## src/design/ets_pkg.sv

```systemverilog
// ----------------------------------------------------------------------------
// ets_pkg
// Token kinds and the result and queue entry formats shared by the scanner.
// ----------------------------------------------------------------------------
package ets_pkg;

	typedef enum logic [4:0] {
		K_FLOAT   = 5'd0,
		K_INT     = 5'd1,
		K_CONST   = 5'd2,
		K_LABEL   = 5'd3,
		K_DIGIT   = 5'd4,
		K_OPEN    = 5'd5,
		K_CLOSE   = 5'd6,
		K_END     = 5'd7,
		K_BREAK   = 5'd8,
		K_ASSIGN  = 5'd9,
		K_ADD     = 5'd10,
		K_SUB     = 5'd11,
		K_MUL     = 5'd12,
		K_DIV     = 5'd13,
		K_ADDASG  = 5'd14,
		K_SUBASG  = 5'd15,
		K_MULASG  = 5'd16,
		K_DIVASG  = 5'd17,
		K_POS     = 5'd18,
		K_NEG     = 5'd19,
		K_COMMENT = 5'd20,
		K_DONE    = 5'd21,
		K_NONE    = 5'd22
	} ets_kind_t;

	// One result: either a text byte (kind zero) or a finished token (byte zero).
	typedef struct packed {
		logic      is_text;
		logic [7:0] text_byte;
		ets_kind_t token_kind;
	} ets_res_t;

	// All results caused by one request: one or two of them.
	typedef struct packed {
		logic     two;
		ets_res_t r0;
		ets_res_t r1;
	} ets_entry_t;

endpackage

```

## src/design/ets_front.sv

```systemverilog
// ----------------------------------------------------------------------------
// ets_front
// Scanner FSM: classify one request per cycle unless q_full and queue its results.
// ----------------------------------------------------------------------------
module ets_front (
	input  logic              clk,
	input  logic              arst_n,
	input  logic              in_valid,
	output logic              in_ready,
	input  logic              req_type,
	input  logic [7:0]        ch,
	input  logic              q_full,
	output logic              q_push,
	output ets_pkg::ets_entry_t q_entry
);

	typedef enum logic [2:0] {
		M_IDLE,
		M_LABEL,
		M_NUMBER,
		M_COMMENT,
		M_PEND
	} mode_t;

	typedef enum logic [1:0] {
		OP_ADD,
		OP_SUB,
		OP_MUL,
		OP_DIV
	} op_t;

	localparam logic [7:0] CH_PLUS  = "+";
	localparam logic [7:0] CH_MINUS = "-";
	localparam logic [7:0] CH_STAR  = "*";
	localparam logic [7:0] CH_SLASH = "/";
	localparam logic [7:0] CH_OPEN  = "(";
	localparam logic [7:0] CH_CLOSE = ")";
	localparam logic [7:0] CH_EQ    = "=";
	localparam logic [7:0] CH_SEMI  = ";";
	localparam logic [7:0] CH_COMMA = ",";
	localparam logic [7:0] CH_DOT   = ".";
	localparam logic [7:0] CH_UNDER = "_";
	localparam logic [7:0] CH_F     = "f";
	localparam logic [7:0] CH_LF    = 8'h0A;
	localparam logic [7:0] CH_CR    = 8'h0D;

	// First label byte sits in the low byte.
	localparam logic [39:0] KW_INT   = {16'h0000, "tni"};
	localparam logic [39:0] KW_FLOAT = "taolf";
	localparam logic [39:0] KW_CONST = "tsnoc";

	mode_t             mode_q, nxt_mode;
	op_t               op_q, nxt_op;
	ets_pkg::ets_kind_t prev_q, nxt_prev;
	logic [39:0]       kw_q, nxt_kw;
	logic [2:0]        len_q, nxt_len;

	ets_pkg::ets_res_t e1a, e1b, e2;
	logic [1:0]        n1;
	logic              v2;
	logic              run_idle;
	ets_pkg::ets_kind_t p_idle;
	ets_pkg::ets_kind_t k1;
	logic              accept;

	function automatic ets_pkg::ets_res_t mk_text(input logic [7:0] c);
		ets_pkg::ets_res_t r;
		r.is_text    = 1'b1;
		r.text_byte  = c;
		r.token_kind = ets_pkg::K_FLOAT;
		return r;
	endfunction

	function automatic ets_pkg::ets_res_t mk_kind(input ets_pkg::ets_kind_t k);
		ets_pkg::ets_res_t r;
		r.is_text    = 1'b0;
		r.text_byte  = 8'h00;
		r.token_kind = k;
		return r;
	endfunction

	function automatic logic is_alpha(input logic [7:0] c);
		return (c >= "a" && c <= "z") || (c >= "A" && c <= "Z");
	endfunction

	function automatic logic is_digit(input logic [7:0] c);
		return c >= "0" && c <= "9";
	endfunction

	function automatic logic is_space(input logic [7:0] c);
		return c == " " || (c >= 8'd9 && c <= 8'd13);
	endfunction

	function automatic ets_pkg::ets_kind_t plain_kind(input op_t op);
		ets_pkg::ets_kind_t k;
		unique case (op)
			OP_ADD: k = ets_pkg::K_ADD;
			OP_SUB: k = ets_pkg::K_SUB;
			OP_MUL: k = ets_pkg::K_MUL;
			OP_DIV: k = ets_pkg::K_DIV;
		endcase
		return k;
	endfunction

	function automatic ets_pkg::ets_kind_t assign_kind(input op_t op);
		ets_pkg::ets_kind_t k;
		unique case (op)
			OP_ADD: k = ets_pkg::K_ADDASG;
			OP_SUB: k = ets_pkg::K_SUBASG;
			OP_MUL: k = ets_pkg::K_MULASG;
			OP_DIV: k = ets_pkg::K_DIVASG;
		endcase
		return k;
	endfunction

	// Keyword match on the buffered first five bytes.
	always_comb begin
		if (len_q == 3'd3 && kw_q == KW_INT) begin
			k1 = ets_pkg::K_INT;
		end else if (len_q == 3'd5 && kw_q == KW_FLOAT) begin
			k1 = ets_pkg::K_FLOAT;
		end else if (len_q == 3'd5 && kw_q == KW_CONST) begin
			k1 = ets_pkg::K_CONST;
		end else begin
			k1 = ets_pkg::K_LABEL;
		end
	end

	assign in_ready = !q_full;
	assign accept   = in_valid && in_ready;

	always_comb begin
		nxt_mode = mode_q;
		nxt_op   = op_q;
		nxt_prev = prev_q;
		nxt_kw   = kw_q;
		nxt_len  = len_q;
		e1a      = mk_kind(ets_pkg::K_FLOAT);
		e1b      = mk_kind(ets_pkg::K_FLOAT);
		e2       = mk_kind(ets_pkg::K_FLOAT);
		n1       = 2'd0;
		v2       = 1'b0;
		run_idle = 1'b0;
		p_idle   = prev_q;

		if (req_type) begin
			// End of source: flush what is being built, then done, then reset.
			unique case (mode_q)
				M_LABEL:   begin e1a = mk_kind(k1); n1 = 2'd1; end
				M_NUMBER:  begin e1a = mk_kind(ets_pkg::K_DIGIT); n1 = 2'd1; end
				M_COMMENT: begin e1a = mk_kind(ets_pkg::K_COMMENT); n1 = 2'd1; end
				M_PEND:    begin e1a = mk_kind(plain_kind(op_q)); n1 = 2'd1; end
				M_IDLE:    begin end
			endcase
			e2       = mk_kind(ets_pkg::K_DONE);
			v2       = 1'b1;
			nxt_mode = M_IDLE;
			nxt_op   = OP_ADD;
			nxt_prev = ets_pkg::K_NONE;
			nxt_kw   = '0;
			nxt_len  = '0;
		end else begin
			unique case (mode_q)
				M_LABEL: begin
					if (is_alpha(ch) || is_digit(ch) || ch == CH_UNDER) begin
						if (len_q < 3'd5) begin
							nxt_kw[{len_q, 3'b000} +: 8] = ch;
						end
						if (len_q < 3'd6) begin
							nxt_len = len_q + 3'd1;
						end
						e1a = mk_text(ch);
						n1  = 2'd1;
					end else begin
						e1a      = mk_kind(k1);
						n1       = 2'd1;
						nxt_prev = k1;
						nxt_mode = M_IDLE;
						run_idle = 1'b1;
						p_idle   = k1;
					end
				end
				M_NUMBER: begin
					if (is_digit(ch) || ch == CH_DOT) begin
						e1a = mk_text(ch);
						n1  = 2'd1;
					end else begin
						// A trailing f belongs to the number; eat it.
						e1a      = mk_kind(ets_pkg::K_DIGIT);
						n1       = 2'd1;
						nxt_prev = ets_pkg::K_DIGIT;
						nxt_mode = M_IDLE;
						run_idle = (ch != CH_F);
						p_idle   = ets_pkg::K_DIGIT;
					end
				end
				M_COMMENT: begin
					if (ch == CH_LF || ch == CH_CR) begin
						e1a      = mk_kind(ets_pkg::K_COMMENT);
						n1       = 2'd1;
						nxt_prev = ets_pkg::K_COMMENT;
						nxt_mode = M_IDLE;
					end else begin
						e1a = mk_text(ch);
						n1  = 2'd1;
					end
				end
				M_PEND: begin
					nxt_op = OP_ADD;
					if (op_q == OP_DIV && ch == CH_SLASH) begin
						e1a      = mk_text(CH_SLASH);
						e1b      = mk_text(CH_SLASH);
						n1       = 2'd2;
						nxt_mode = M_COMMENT;
					end else if (ch == CH_EQ) begin
						e1a      = mk_kind(assign_kind(op_q));
						n1       = 2'd1;
						nxt_prev = assign_kind(op_q);
						nxt_mode = M_IDLE;
					end else begin
						e1a      = mk_kind(plain_kind(op_q));
						n1       = 2'd1;
						nxt_prev = plain_kind(op_q);
						nxt_mode = M_IDLE;
						run_idle = 1'b1;
						p_idle   = plain_kind(op_q);
					end
				end
				M_IDLE: begin
					run_idle = 1'b1;
				end
			endcase

			// Scan a byte that starts something new.
			if (run_idle) begin
				if (is_space(ch)) begin
					// skip
				end else if (is_alpha(ch) || ch == CH_UNDER) begin
					nxt_mode = M_LABEL;
					nxt_kw   = {32'h0, ch};
					nxt_len  = 3'd1;
					e2       = mk_text(ch);
					v2       = 1'b1;
				end else if (is_digit(ch)) begin
					nxt_mode = M_NUMBER;
					e2       = mk_text(ch);
					v2       = 1'b1;
				end else if (ch == CH_PLUS || ch == CH_MINUS) begin
					case (p_idle) inside
						ets_pkg::K_LABEL, ets_pkg::K_DIGIT, ets_pkg::K_NONE,
						ets_pkg::K_CLOSE: begin
							nxt_mode = M_PEND;
							nxt_op   = (ch == CH_PLUS) ? OP_ADD : OP_SUB;
						end
						[ets_pkg::K_ADD:ets_pkg::K_DIV], ets_pkg::K_ASSIGN,
						[ets_pkg::K_ADDASG:ets_pkg::K_DIVASG], ets_pkg::K_OPEN,
						ets_pkg::K_BREAK: begin
							nxt_prev = (ch == CH_PLUS) ? ets_pkg::K_POS : ets_pkg::K_NEG;
							e2       = mk_kind(nxt_prev);
							v2       = 1'b1;
						end
						default: begin
							// drop the sign
						end
					endcase
				end else if (ch == CH_STAR || ch == CH_SLASH) begin
					nxt_mode = M_PEND;
					nxt_op   = (ch == CH_STAR) ? OP_MUL : OP_DIV;
				end else if (ch == CH_OPEN) begin
					nxt_prev = ets_pkg::K_OPEN;
					e2       = mk_kind(ets_pkg::K_OPEN);
					v2       = 1'b1;
				end else if (ch == CH_CLOSE) begin
					nxt_prev = ets_pkg::K_CLOSE;
					e2       = mk_kind(ets_pkg::K_CLOSE);
					v2       = 1'b1;
				end else if (ch == CH_EQ) begin
					nxt_prev = ets_pkg::K_ASSIGN;
					e2       = mk_kind(ets_pkg::K_ASSIGN);
					v2       = 1'b1;
				end else if (ch == CH_SEMI) begin
					nxt_prev = ets_pkg::K_END;
					e2       = mk_kind(ets_pkg::K_END);
					v2       = 1'b1;
				end else if (ch == CH_COMMA) begin
					nxt_prev = ets_pkg::K_BREAK;
					e2       = mk_kind(ets_pkg::K_BREAK);
					v2       = 1'b1;
				end
			end
		end
	end

	// Pack up to two results into one queue entry.
	always_comb begin
		q_entry.two = 1'b0;
		q_entry.r0  = e1a;
		q_entry.r1  = e1b;
		if (n1 == 2'd2) begin
			q_entry.two = 1'b1;
		end else if (n1 == 2'd1) begin
			q_entry.two = v2;
			q_entry.r1  = e2;
		end else begin
			q_entry.r0 = e2;
		end
	end

	assign q_push = accept && (n1 != 2'd0 || v2);

	always_ff @(posedge clk or negedge arst_n) begin
		if (!arst_n) begin
			mode_q <= M_IDLE;
			op_q   <= OP_ADD;
			prev_q <= ets_pkg::K_NONE;
			kw_q   <= '0;
			len_q  <= '0;
		end else if (accept) begin
			mode_q <= nxt_mode;
			op_q   <= nxt_op;
			prev_q <= nxt_prev;
			kw_q   <= nxt_kw;
			len_q  <= nxt_len;
		end
	end

endmodule

```

## src/design/ets_fifo.sv

```systemverilog
// ----------------------------------------------------------------------------
// ets_fifo
// Small register queue of result entries between the scanner and the output.
// ----------------------------------------------------------------------------
module ets_fifo #(
	parameter int DEPTH = 2
) (
	input  logic               clk,
	input  logic               arst_n,
	input  logic               push,
	input  ets_pkg::ets_entry_t wr_entry,
	output logic               full,
	input  logic               pop,
	output ets_pkg::ets_entry_t rd_entry,
	output logic               empty
);

	localparam int AW = (DEPTH > 1) ? $clog2(DEPTH) : 1;
	localparam int CW = $clog2(DEPTH + 1);

	ets_pkg::ets_entry_t mem_q [DEPTH];
	logic [AW-1:0]       wr_ptr_q, rd_ptr_q;
	logic [CW-1:0]       count_q;

	function automatic logic [AW-1:0] wrap_inc(input logic [AW-1:0] p);
		return (p == AW'(DEPTH - 1)) ? '0 : p + AW'(1);
	endfunction

	assign full     = (count_q == CW'(DEPTH));
	assign empty    = (count_q == '0);
	assign rd_entry = mem_q[rd_ptr_q];

	always_ff @(posedge clk) begin
		if (push) begin
			mem_q[wr_ptr_q] <= wr_entry;
		end
	end

	always_ff @(posedge clk or negedge arst_n) begin
		if (!arst_n) begin
			wr_ptr_q <= '0;
			rd_ptr_q <= '0;
			count_q  <= '0;
		end else begin
			if (push) begin
				wr_ptr_q <= wrap_inc(wr_ptr_q);
			end
			if (pop) begin
				rd_ptr_q <= wrap_inc(rd_ptr_q);
			end
			if (push && !pop) begin
				count_q <= count_q + CW'(1);
			end else if (pop && !push) begin
				count_q <= count_q - CW'(1);
			end
		end
	end

endmodule

```

## src/design/ets_back.sv

```systemverilog
// ----------------------------------------------------------------------------
// ets_back
// Output side: unpack queue entries and send one result per cycle while out_ready.
// ----------------------------------------------------------------------------
module ets_back (
	input  logic               clk,
	input  logic               arst_n,
	input  logic               q_empty,
	input  ets_pkg::ets_entry_t q_entry,
	output logic               q_pop,
	output logic               out_valid,
	input  logic               out_ready,
	output logic               is_text,
	output logic [7:0]         text_byte,
	output logic [4:0]         token_kind,
	output logic               last_of_run
);

	logic              out_valid_q;
	ets_pkg::ets_res_t out_res_q;
	logic              out_last_q;
	logic              hold_valid_q;
	ets_pkg::ets_res_t hold_res_q;
	logic              load;

	// The output register may take a new result when empty or being drained.
	assign load  = !out_valid_q || out_ready;
	assign q_pop = load && !hold_valid_q && !q_empty;

	always_ff @(posedge clk or negedge arst_n) begin
		if (!arst_n) begin
			out_valid_q  <= 1'b0;
			hold_valid_q <= 1'b0;
		end else if (load) begin
			if (hold_valid_q) begin
				out_valid_q  <= 1'b1;
				hold_valid_q <= 1'b0;
			end else begin
				out_valid_q  <= !q_empty;
				hold_valid_q <= !q_empty && q_entry.two;
			end
		end
	end

	always_ff @(posedge clk) begin
		if (load) begin
			if (hold_valid_q) begin
				out_res_q  <= hold_res_q;
				out_last_q <= 1'b1;
			end else if (!q_empty) begin
				out_res_q  <= q_entry.r0;
				out_last_q <= !q_entry.two;
				hold_res_q <= q_entry.r1;
			end
		end
	end

	assign out_valid   = out_valid_q;
	assign is_text     = out_res_q.is_text;
	assign text_byte   = out_res_q.text_byte;
	assign token_kind  = out_res_q.token_kind;
	assign last_of_run = out_last_q;

endmodule

```

## src/design/expression_token_scanner_top.sv

```systemverilog
// ----------------------------------------------------------------------------
// expression_token_scanner_top
// Streaming lexer: one source byte or end-of-source mark per request, out come
// text bytes of labels, numbers and comments and the finished token kinds.
// ----------------------------------------------------------------------------
//
//  Port group   Direction  Handshake             Carries
//  ----------   ---------  --------------------  ------------------------------
//  request      in         in_valid / in_ready   req_type, ch
//  result       out        out_valid / out_ready is_text, text_byte,
//                                                token_kind, last_of_run
//
//  The scanner takes a request whenever the result queue has room, so requests
//  can arrive back to back. A request makes zero, one or two results; the
//  output register sends one result per cycle while out_ready is high. Reset is
//  asynchronous and takes effect at once; there is no clearing pass. A stall on
//  the output fills the queue and then drops in_ready; a gap on the input
//  simply leaves the output draining.
//
module expression_token_scanner_top #(
	parameter int QUEUE_DEPTH = 2
) (
	input  logic       clk,
	input  logic       arst_n,
	input  logic       in_valid,
	output logic       in_ready,
	input  logic       req_type,
	input  logic [7:0] ch,
	output logic       out_valid,
	input  logic       out_ready,
	output logic       is_text,
	output logic [7:0] text_byte,
	output logic [4:0] token_kind,
	output logic       last_of_run
);

	// Entries between scanner and output side.
	logic               q_push;
	logic               q_pop;
	logic               q_full;
	logic               q_empty;
	ets_pkg::ets_entry_t q_wr_entry;
	ets_pkg::ets_entry_t q_rd_entry;

	// Front: classify each byte, advance the scanner state, queue its results.
	ets_front u_front (
		.clk      (clk),
		.arst_n   (arst_n),
		.in_valid (in_valid),
		.in_ready (in_ready),
		.req_type (req_type),
		.ch       (ch),
		.q_full   (q_full),
		.q_push   (q_push),
		.q_entry  (q_wr_entry)
	);

	// Queue: decouple the scanner from output stalls.
	ets_fifo #(
		.DEPTH (QUEUE_DEPTH)
	) u_fifo (
		.clk      (clk),
		.arst_n   (arst_n),
		.push     (q_push),
		.wr_entry (q_wr_entry),
		.full     (q_full),
		.pop      (q_pop),
		.rd_entry (q_rd_entry),
		.empty    (q_empty)
	);

	// Back: send each queued result in order, marking the last of each request.
	ets_back u_back (
		.clk         (clk),
		.arst_n      (arst_n),
		.q_empty     (q_empty),
		.q_entry     (q_rd_entry),
		.q_pop       (q_pop),
		.out_valid   (out_valid),
		.out_ready   (out_ready),
		.is_text     (is_text),
		.text_byte   (text_byte),
		.token_kind  (token_kind),
		.last_of_run (last_of_run)
	);

endmodule

```

## config.mk

```make
export PLATFORM = sky130hd
export DESIGN_NAME = expression_token_scanner_top
export DESIGN_NICKNAME = d
export VERILOG_FILES = /design/src/design/ets_pkg.sv /design/src/design/ets_front.sv /design/src/design/ets_fifo.sv /design/src/design/ets_back.sv /design/src/design/expression_token_scanner_top.sv
export SDC_FILE = /design/constraint.sdc
export NUM_CORES = 1
export LEC_CHECK = 0
export BUFFER_PORTS_ARGS = -buffer_cell sky130_fd_sc_hd__buf_2
export CAP_MARGIN = 20
export CORE_AREA = 2 2 122 124
export DETAILED_ROUTE_END_ITERATION = 10
export DIE_AREA = 0 0 124 126
export HOLD_SLACK_MARGIN = 0.15
export MAX_ROUTING_LAYER = met4
export PLACE_DENSITY = 0.71
export SKIP_CTS_REPAIR_TIMING = 1
export SLEW_MARGIN = 20
export SYNTH_ARGS = -nofsm -noshare
export SYNTH_HDL_FRONTEND = slang
export SYNTH_HIERARCHICAL = 1
export SYNTH_SLANG_ARGS = --single-unit
export TNS_END_PERCENT = 30
```

## constraint.sdc

```tcl
create_clock -name clk -period 13 [get_ports clk]
set_input_delay 0 -clock clk [delete_from_list [all_inputs] [get_ports clk]]
set_output_delay 0 -clock clk [all_outputs]
set_load 0.02 [all_outputs]
```

==> flow_results.xml <==
<?xml version="1.0" encoding="UTF-8"?>
<metrics>
  <group name="critical_path">
    <metric name="regToRegSetupSlack" unit="ns">9.01</metric>
    <metric name="timing.reg2reg.worst_path_depth" unit="">12</metric>
    <metric name="critical_path_arrival" unit="ns">4.07</metric>
    <metric name="worst-path-max-fanout" unit="">29</metric>
    <metric name="cp_data_required_time" unit="ns">13.08</metric>
    <metric name="path_class" unit="">reg2reg</metric>
    <metric name="worstSetupEndpointType" unit="">flop</metric>
    <metric name="cp-start-kind" unit="">flop</metric>
  </group>
  <group name="timing">
    <metric name="drv_slew" unit="">0</metric>
    <metric name="postLayoutSetupSlackWorst" unit="ns">9.006</metric>
    <metric name="timing.final.crit_period" unit="ns">3.994</metric>
    <metric name="timing.final.hold_violations" unit="">0</metric>
    <metric name="fin_crit_sh" unit="%">30.72</metric>
    <metric name="grt_setup_unrepaired" unit="">no</metric>
    <metric name="sum_of_negative_setup_slack" unit="ns">0</metric>
    <metric name="timing.fmax" unit="MHz">250.4</metric>
    <metric name="slew-limit-headroom" unit="%">37.44</metric>
    <metric name="timing_worst_slew_pin_value" unit="ns">0.9363</metric>
    <metric name="setup-violations-final" unit="">0</metric>
    <metric name="clock_skew" unit="ns">0.01152</metric>
  </group>
  <group name="die">
    <metric name="effective_utilization_at_floorplan" unit="%">53.72</metric>
    <metric name="floorplan.die.width" unit="um">124</metric>
    <metric name="chipHeight" unit="um">126</metric>
    <metric name="floorplan.die_area" unit="sq mm">0.01562</metric>
    <metric name="ios" unit="">30</metric>
    <metric name="fp-row-count" unit="">44</metric>
    <metric name="fp.coreArea" unit="sq mm">0.01431</metric>
  </group>
  <group name="place">
    <metric name="buffer_ports.inserted" unit="">29</metric>
    <metric name="dp_hpwl" unit="mm">12.76</metric>
    <metric name="place_congestion" unit="">0.9851</metric>
    <metric name="placement.setup.worst_slack" unit="ns">9.120</metric>
  </group>
  <group name="run">
    <metric name="cap_viol_max_count" unit="">0</metric>
  </group>
  <group name="worst_hold_path">
    <metric name="holdPathStages" unit="">4</metric>
    <metric name="classification_of_the_worst_slack_hold_path" unit="">in2reg</metric>
  </group>
  <group name="power">
    <metric name="post-layout-total-power" unit="mW">1.735</metric>
    <metric name="cellLeakagePower" unit="nW">3.329</metric>
    <metric name="power_density" unit="mW/mm^2">203.0</metric>
    <metric name="max-vdd-ir-drop" unit="mV">0.09961</metric>
  </group>
  <group name="clock_network">
    <metric name="worst_setup_hold_path_clk_slew" unit="ns">0.06</metric>
    <metric name="ctsRootBufferMaster" unit="">sky130_fd_sc_hd__clkbuf_16</metric>
    <metric name="clock_tree.buffer_depth" unit="">2</metric>
    <metric name="clock_tree.htree_level_count" unit="">4</metric>
    <metric name="numClockSinks" unit="">146</metric>
    <metric name="num_cts_buffers" unit="">17</metric>
    <metric name="clk_latency" unit="ns">0.42</metric>
    <metric name="tritoncts" unit="">yes</metric>
  </group>
  <group name="global_routing">
    <metric name="grt_use_total" unit="%">26.39</metric>
    <metric name="global_route_wire_length_before_repair" unit="mm">30.10</metric>
    <metric name="number_of_global_route_vias_before_repair" unit="">5582</metric>
    <metric name="overflow" unit="">0</metric>
    <metric name="maximum_number_of_pins_on_one_net_before_global_route_repair" unit="">60</metric>
    <metric name="antenna_found_initial" unit="">0</metric>
  </group>
  <group name="synthesis">
    <metric name="synth_most_common_cell" unit="">sky130_fd_sc_hd__edfxtp_1</metric>
    <metric name="ys.warnings.count" unit="">6</metric>
    <metric name="post_synth_num_cell_types" unit="">79</metric>
    <metric name="netlist.area_leader.share" unit="%">33.98</metric>
    <metric name="asyncSetResetFlopFracSynth" unit="%">40.41</metric>
    <metric name="synthTopCellsByCount" unit="">sky130_fd_sc_hd__edfxtp_1 (87), sky130_fd_sc_hd__dfrtp_1 (56), sky130_fd_sc_hd__nor2_1 (48), sky130_fd_sc_hd__nand2_1 (43), sky130_fd_sc_hd__a22o_1 (30)</metric>
    <metric name="synth_top_cells_by_area" unit="">sky130_fd_sc_hd__edfxtp_1 (34%), sky130_fd_sc_hd__dfrtp_1 (18%), sky130_fd_sc_hd__mux2_4 (5.7%), sky130_fd_sc_hd__a22o_1 (3.4%), sky130_fd_sc_hd__nor2_1 (2.3%)</metric>
    <metric name="synth.ff_latch_count" unit="">146</metric>
    <metric name="synthesis.instances" unit="">663</metric>
    <metric name="synth_flop_cell" unit="">sky130_fd_sc_hd__edfxtp_1</metric>
    <metric name="synth_top_cell_by_area" unit="">sky130_fd_sc_hd__edfxtp_1</metric>
    <metric name="mappedNetlistNets" unit="">684</metric>
    <metric name="syn-cell-area" unit="sq mm">0.007689</metric>
    <metric name="synth_sequential_area_ratio" unit="%">53.23</metric>
    <metric name="synth_enable_flop_cells" unit="">87</metric>
    <metric name="avgSynthCellArea" unit="sq um">11.60</metric>
  </group>
  <group name="drt">
    <metric name="num_vias" unit="">5622</metric>
    <metric name="wl_per_cell" unit="um">21.48</metric>
    <metric name="remaining_drc_errors" unit="">0</metric>
    <metric name="drt_iter0_markers" unit="">697</metric>
    <metric name="drtPass1Iterations" unit="">5</metric>
    <metric name="postRouteWirelength" unit="mm">18.88</metric>
    <metric name="detail-route-antenna-nets" unit="">0</metric>
    <metric name="routed_via_density" unit="">6.396</metric>
  </group>
  <group name="layout">
    <metric name="fin_nets" unit="">703</metric>
    <metric name="layout-area-overhead-vs-synth" unit="%">11.15</metric>
    <metric name="diodes" unit="">0</metric>
    <metric name="post_route_cells_drive_above_1_share" unit="%">19.42</metric>
  </group>
  <group name="run_status">
    <metric name="outcome" unit="">finished, final reports clean</metric>
  </group>
</metrics>
-- state kept, by name, summed over array words and instances, names as in the netlist, 3 cells and up --
signal,count
u_back/hold_res_q,14
u_front/prev_q,5
u_front/len_q,3
u_back/token_kind,5
u_front/kw_q,40
u_fifo/mem_q,58
u_front/mode_q,3
u_back/text_byte,8
-- metrics by stage --
step                      hold WS [ns]  area (sq um)  util, %  instances
after floorplan                -0.2956          7689        -        663
after global placement          0.2145          7924    55.36        842
after detailed placement        0.2168          7924    55.36        842
after CTS                      -0.2343          8489    59.31        874
after global routing            0.1517          8546    59.70        879
final                           0.1433          8546    59.70        879
-- per-layer routing --
layer / global-route usage (%) / wire [um] / vias up
met3: 5.842 / 1349 / 56
met1: 35.58 / 8270 / 2721
met4: 11.50 / 605 / 0
li1: - / - / 2565
met2: 38.43 / 8658 / 280
met5: - / 0 / -
-- power breakdown --
part	switching, mW	internal (mW)	total (mW)
combinational	0.303	0.238	0.541
sequential	0.0907	0.642	0.732
clock	0.189	0.273	0.461
-- worst max-delay path: stages, from the launching register on --
cell and delay, ns:
sky130_fd_sc_hd__dfrtp_1 0.65, sky130_fd_sc_hd__nor3b_1 0.82, sky130_fd_sc_hd__and2_1 0.30, sky130_fd_sc_hd__a31oi_1 0.11, sky130_fd_sc_hd__a31oi_1 0.21, sky130_fd_sc_hd__or2_4 0.16
sky130_fd_sc_hd__and3_4 0.18, sky130_fd_sc_hd__a211o_4 0.17, sky130_fd_sc_hd__o21ai_1 0.07, sky130_fd_sc_hd__a21oi_1 0.24, sky130_fd_sc_hd__o21a_1 0.21, sky130_fd_sc_hd__nor2b_2 0.15
sky130_fd_sc_hd__buf_4 0.35
-- cells by family after synthesis --
| group | share of synthesized area (%) |
|---|---|
| multiplexers | 7.714 |
| other | 0.04877 |
| adder cells (fa/ha/maj) | 1.302 |
| flip-flops | 53.23 |
| AO/OA/AOI/OAI | 16.26 |
| XOR/XNOR | 1.367 |
| AND/OR/NAND/NOR | 17.02 |
| buffers and inverters | 3.059 |
-- final timing paths --
path                                                 end                     startpoint
setup / recovery            u_fifo/mem_q[0][4]$_DFFE_PP_  u_front/mode_q[2]$_DFFE_PN0P_
hold / removal             u_front/prev_q[2]$_DFFE_PN1P_                       in_valid
setup reg to reg            u_fifo/mem_q[0][4]$_DFFE_PP_  u_front/mode_q[2]$_DFFE_PN0P_
hold reg to reg             u_front/kw_q[23]$_DFFE_PN0P_   u_front/kw_q[23]$_DFFE_PN0P_
max in group asynchronous    u_fifo/rd_ptr_q$_DFFE_PN0P_                         arst_n
min in group asynchronous    u_front/kw_q[7]$_DFFE_PN0P_                         arst_n
-- cell type report --
type	count	area, sq um
fillers	1151	5768
flip-flops and latches	146	4094
multi-input cells	466	3374
clock buffers	22	496.7
repair buffers	40	240.2
well taps	184	230.2
clock inverters	10	68.82
inverters	11	41.29
-- cell usage in the layout, fill, tap and decap left out, types with 11 or more instances in the layout --
cell,n
sky130_fd_sc_hd__a22o_1,30
sky130_fd_sc_hd__clkbuf_16,19
sky130_fd_sc_hd__inv_1,11
sky130_fd_sc_hd__dfrtp_1,55
sky130_fd_sc_hd__and2_1,23
sky130_fd_sc_hd__a31oi_1,13
sky130_fd_sc_hd__nand3_1,12
sky130_fd_sc_hd__nor2_1,48
sky130_fd_sc_hd__a21oi_1,27
sky130_fd_sc_hd__mux2_4,29
sky130_fd_sc_hd__o21ai_0,25
sky130_fd_sc_hd__o21ai_1,13
sky130_fd_sc_hd__nor3_1,13
sky130_fd_sc_hd__nand2_1,43
sky130_fd_sc_hd__mux2_2,14
sky130_fd_sc_hd__edfxtp_1,87
sky130_fd_sc_hd__buf_2,29
(Power assumes the default switching activity.)
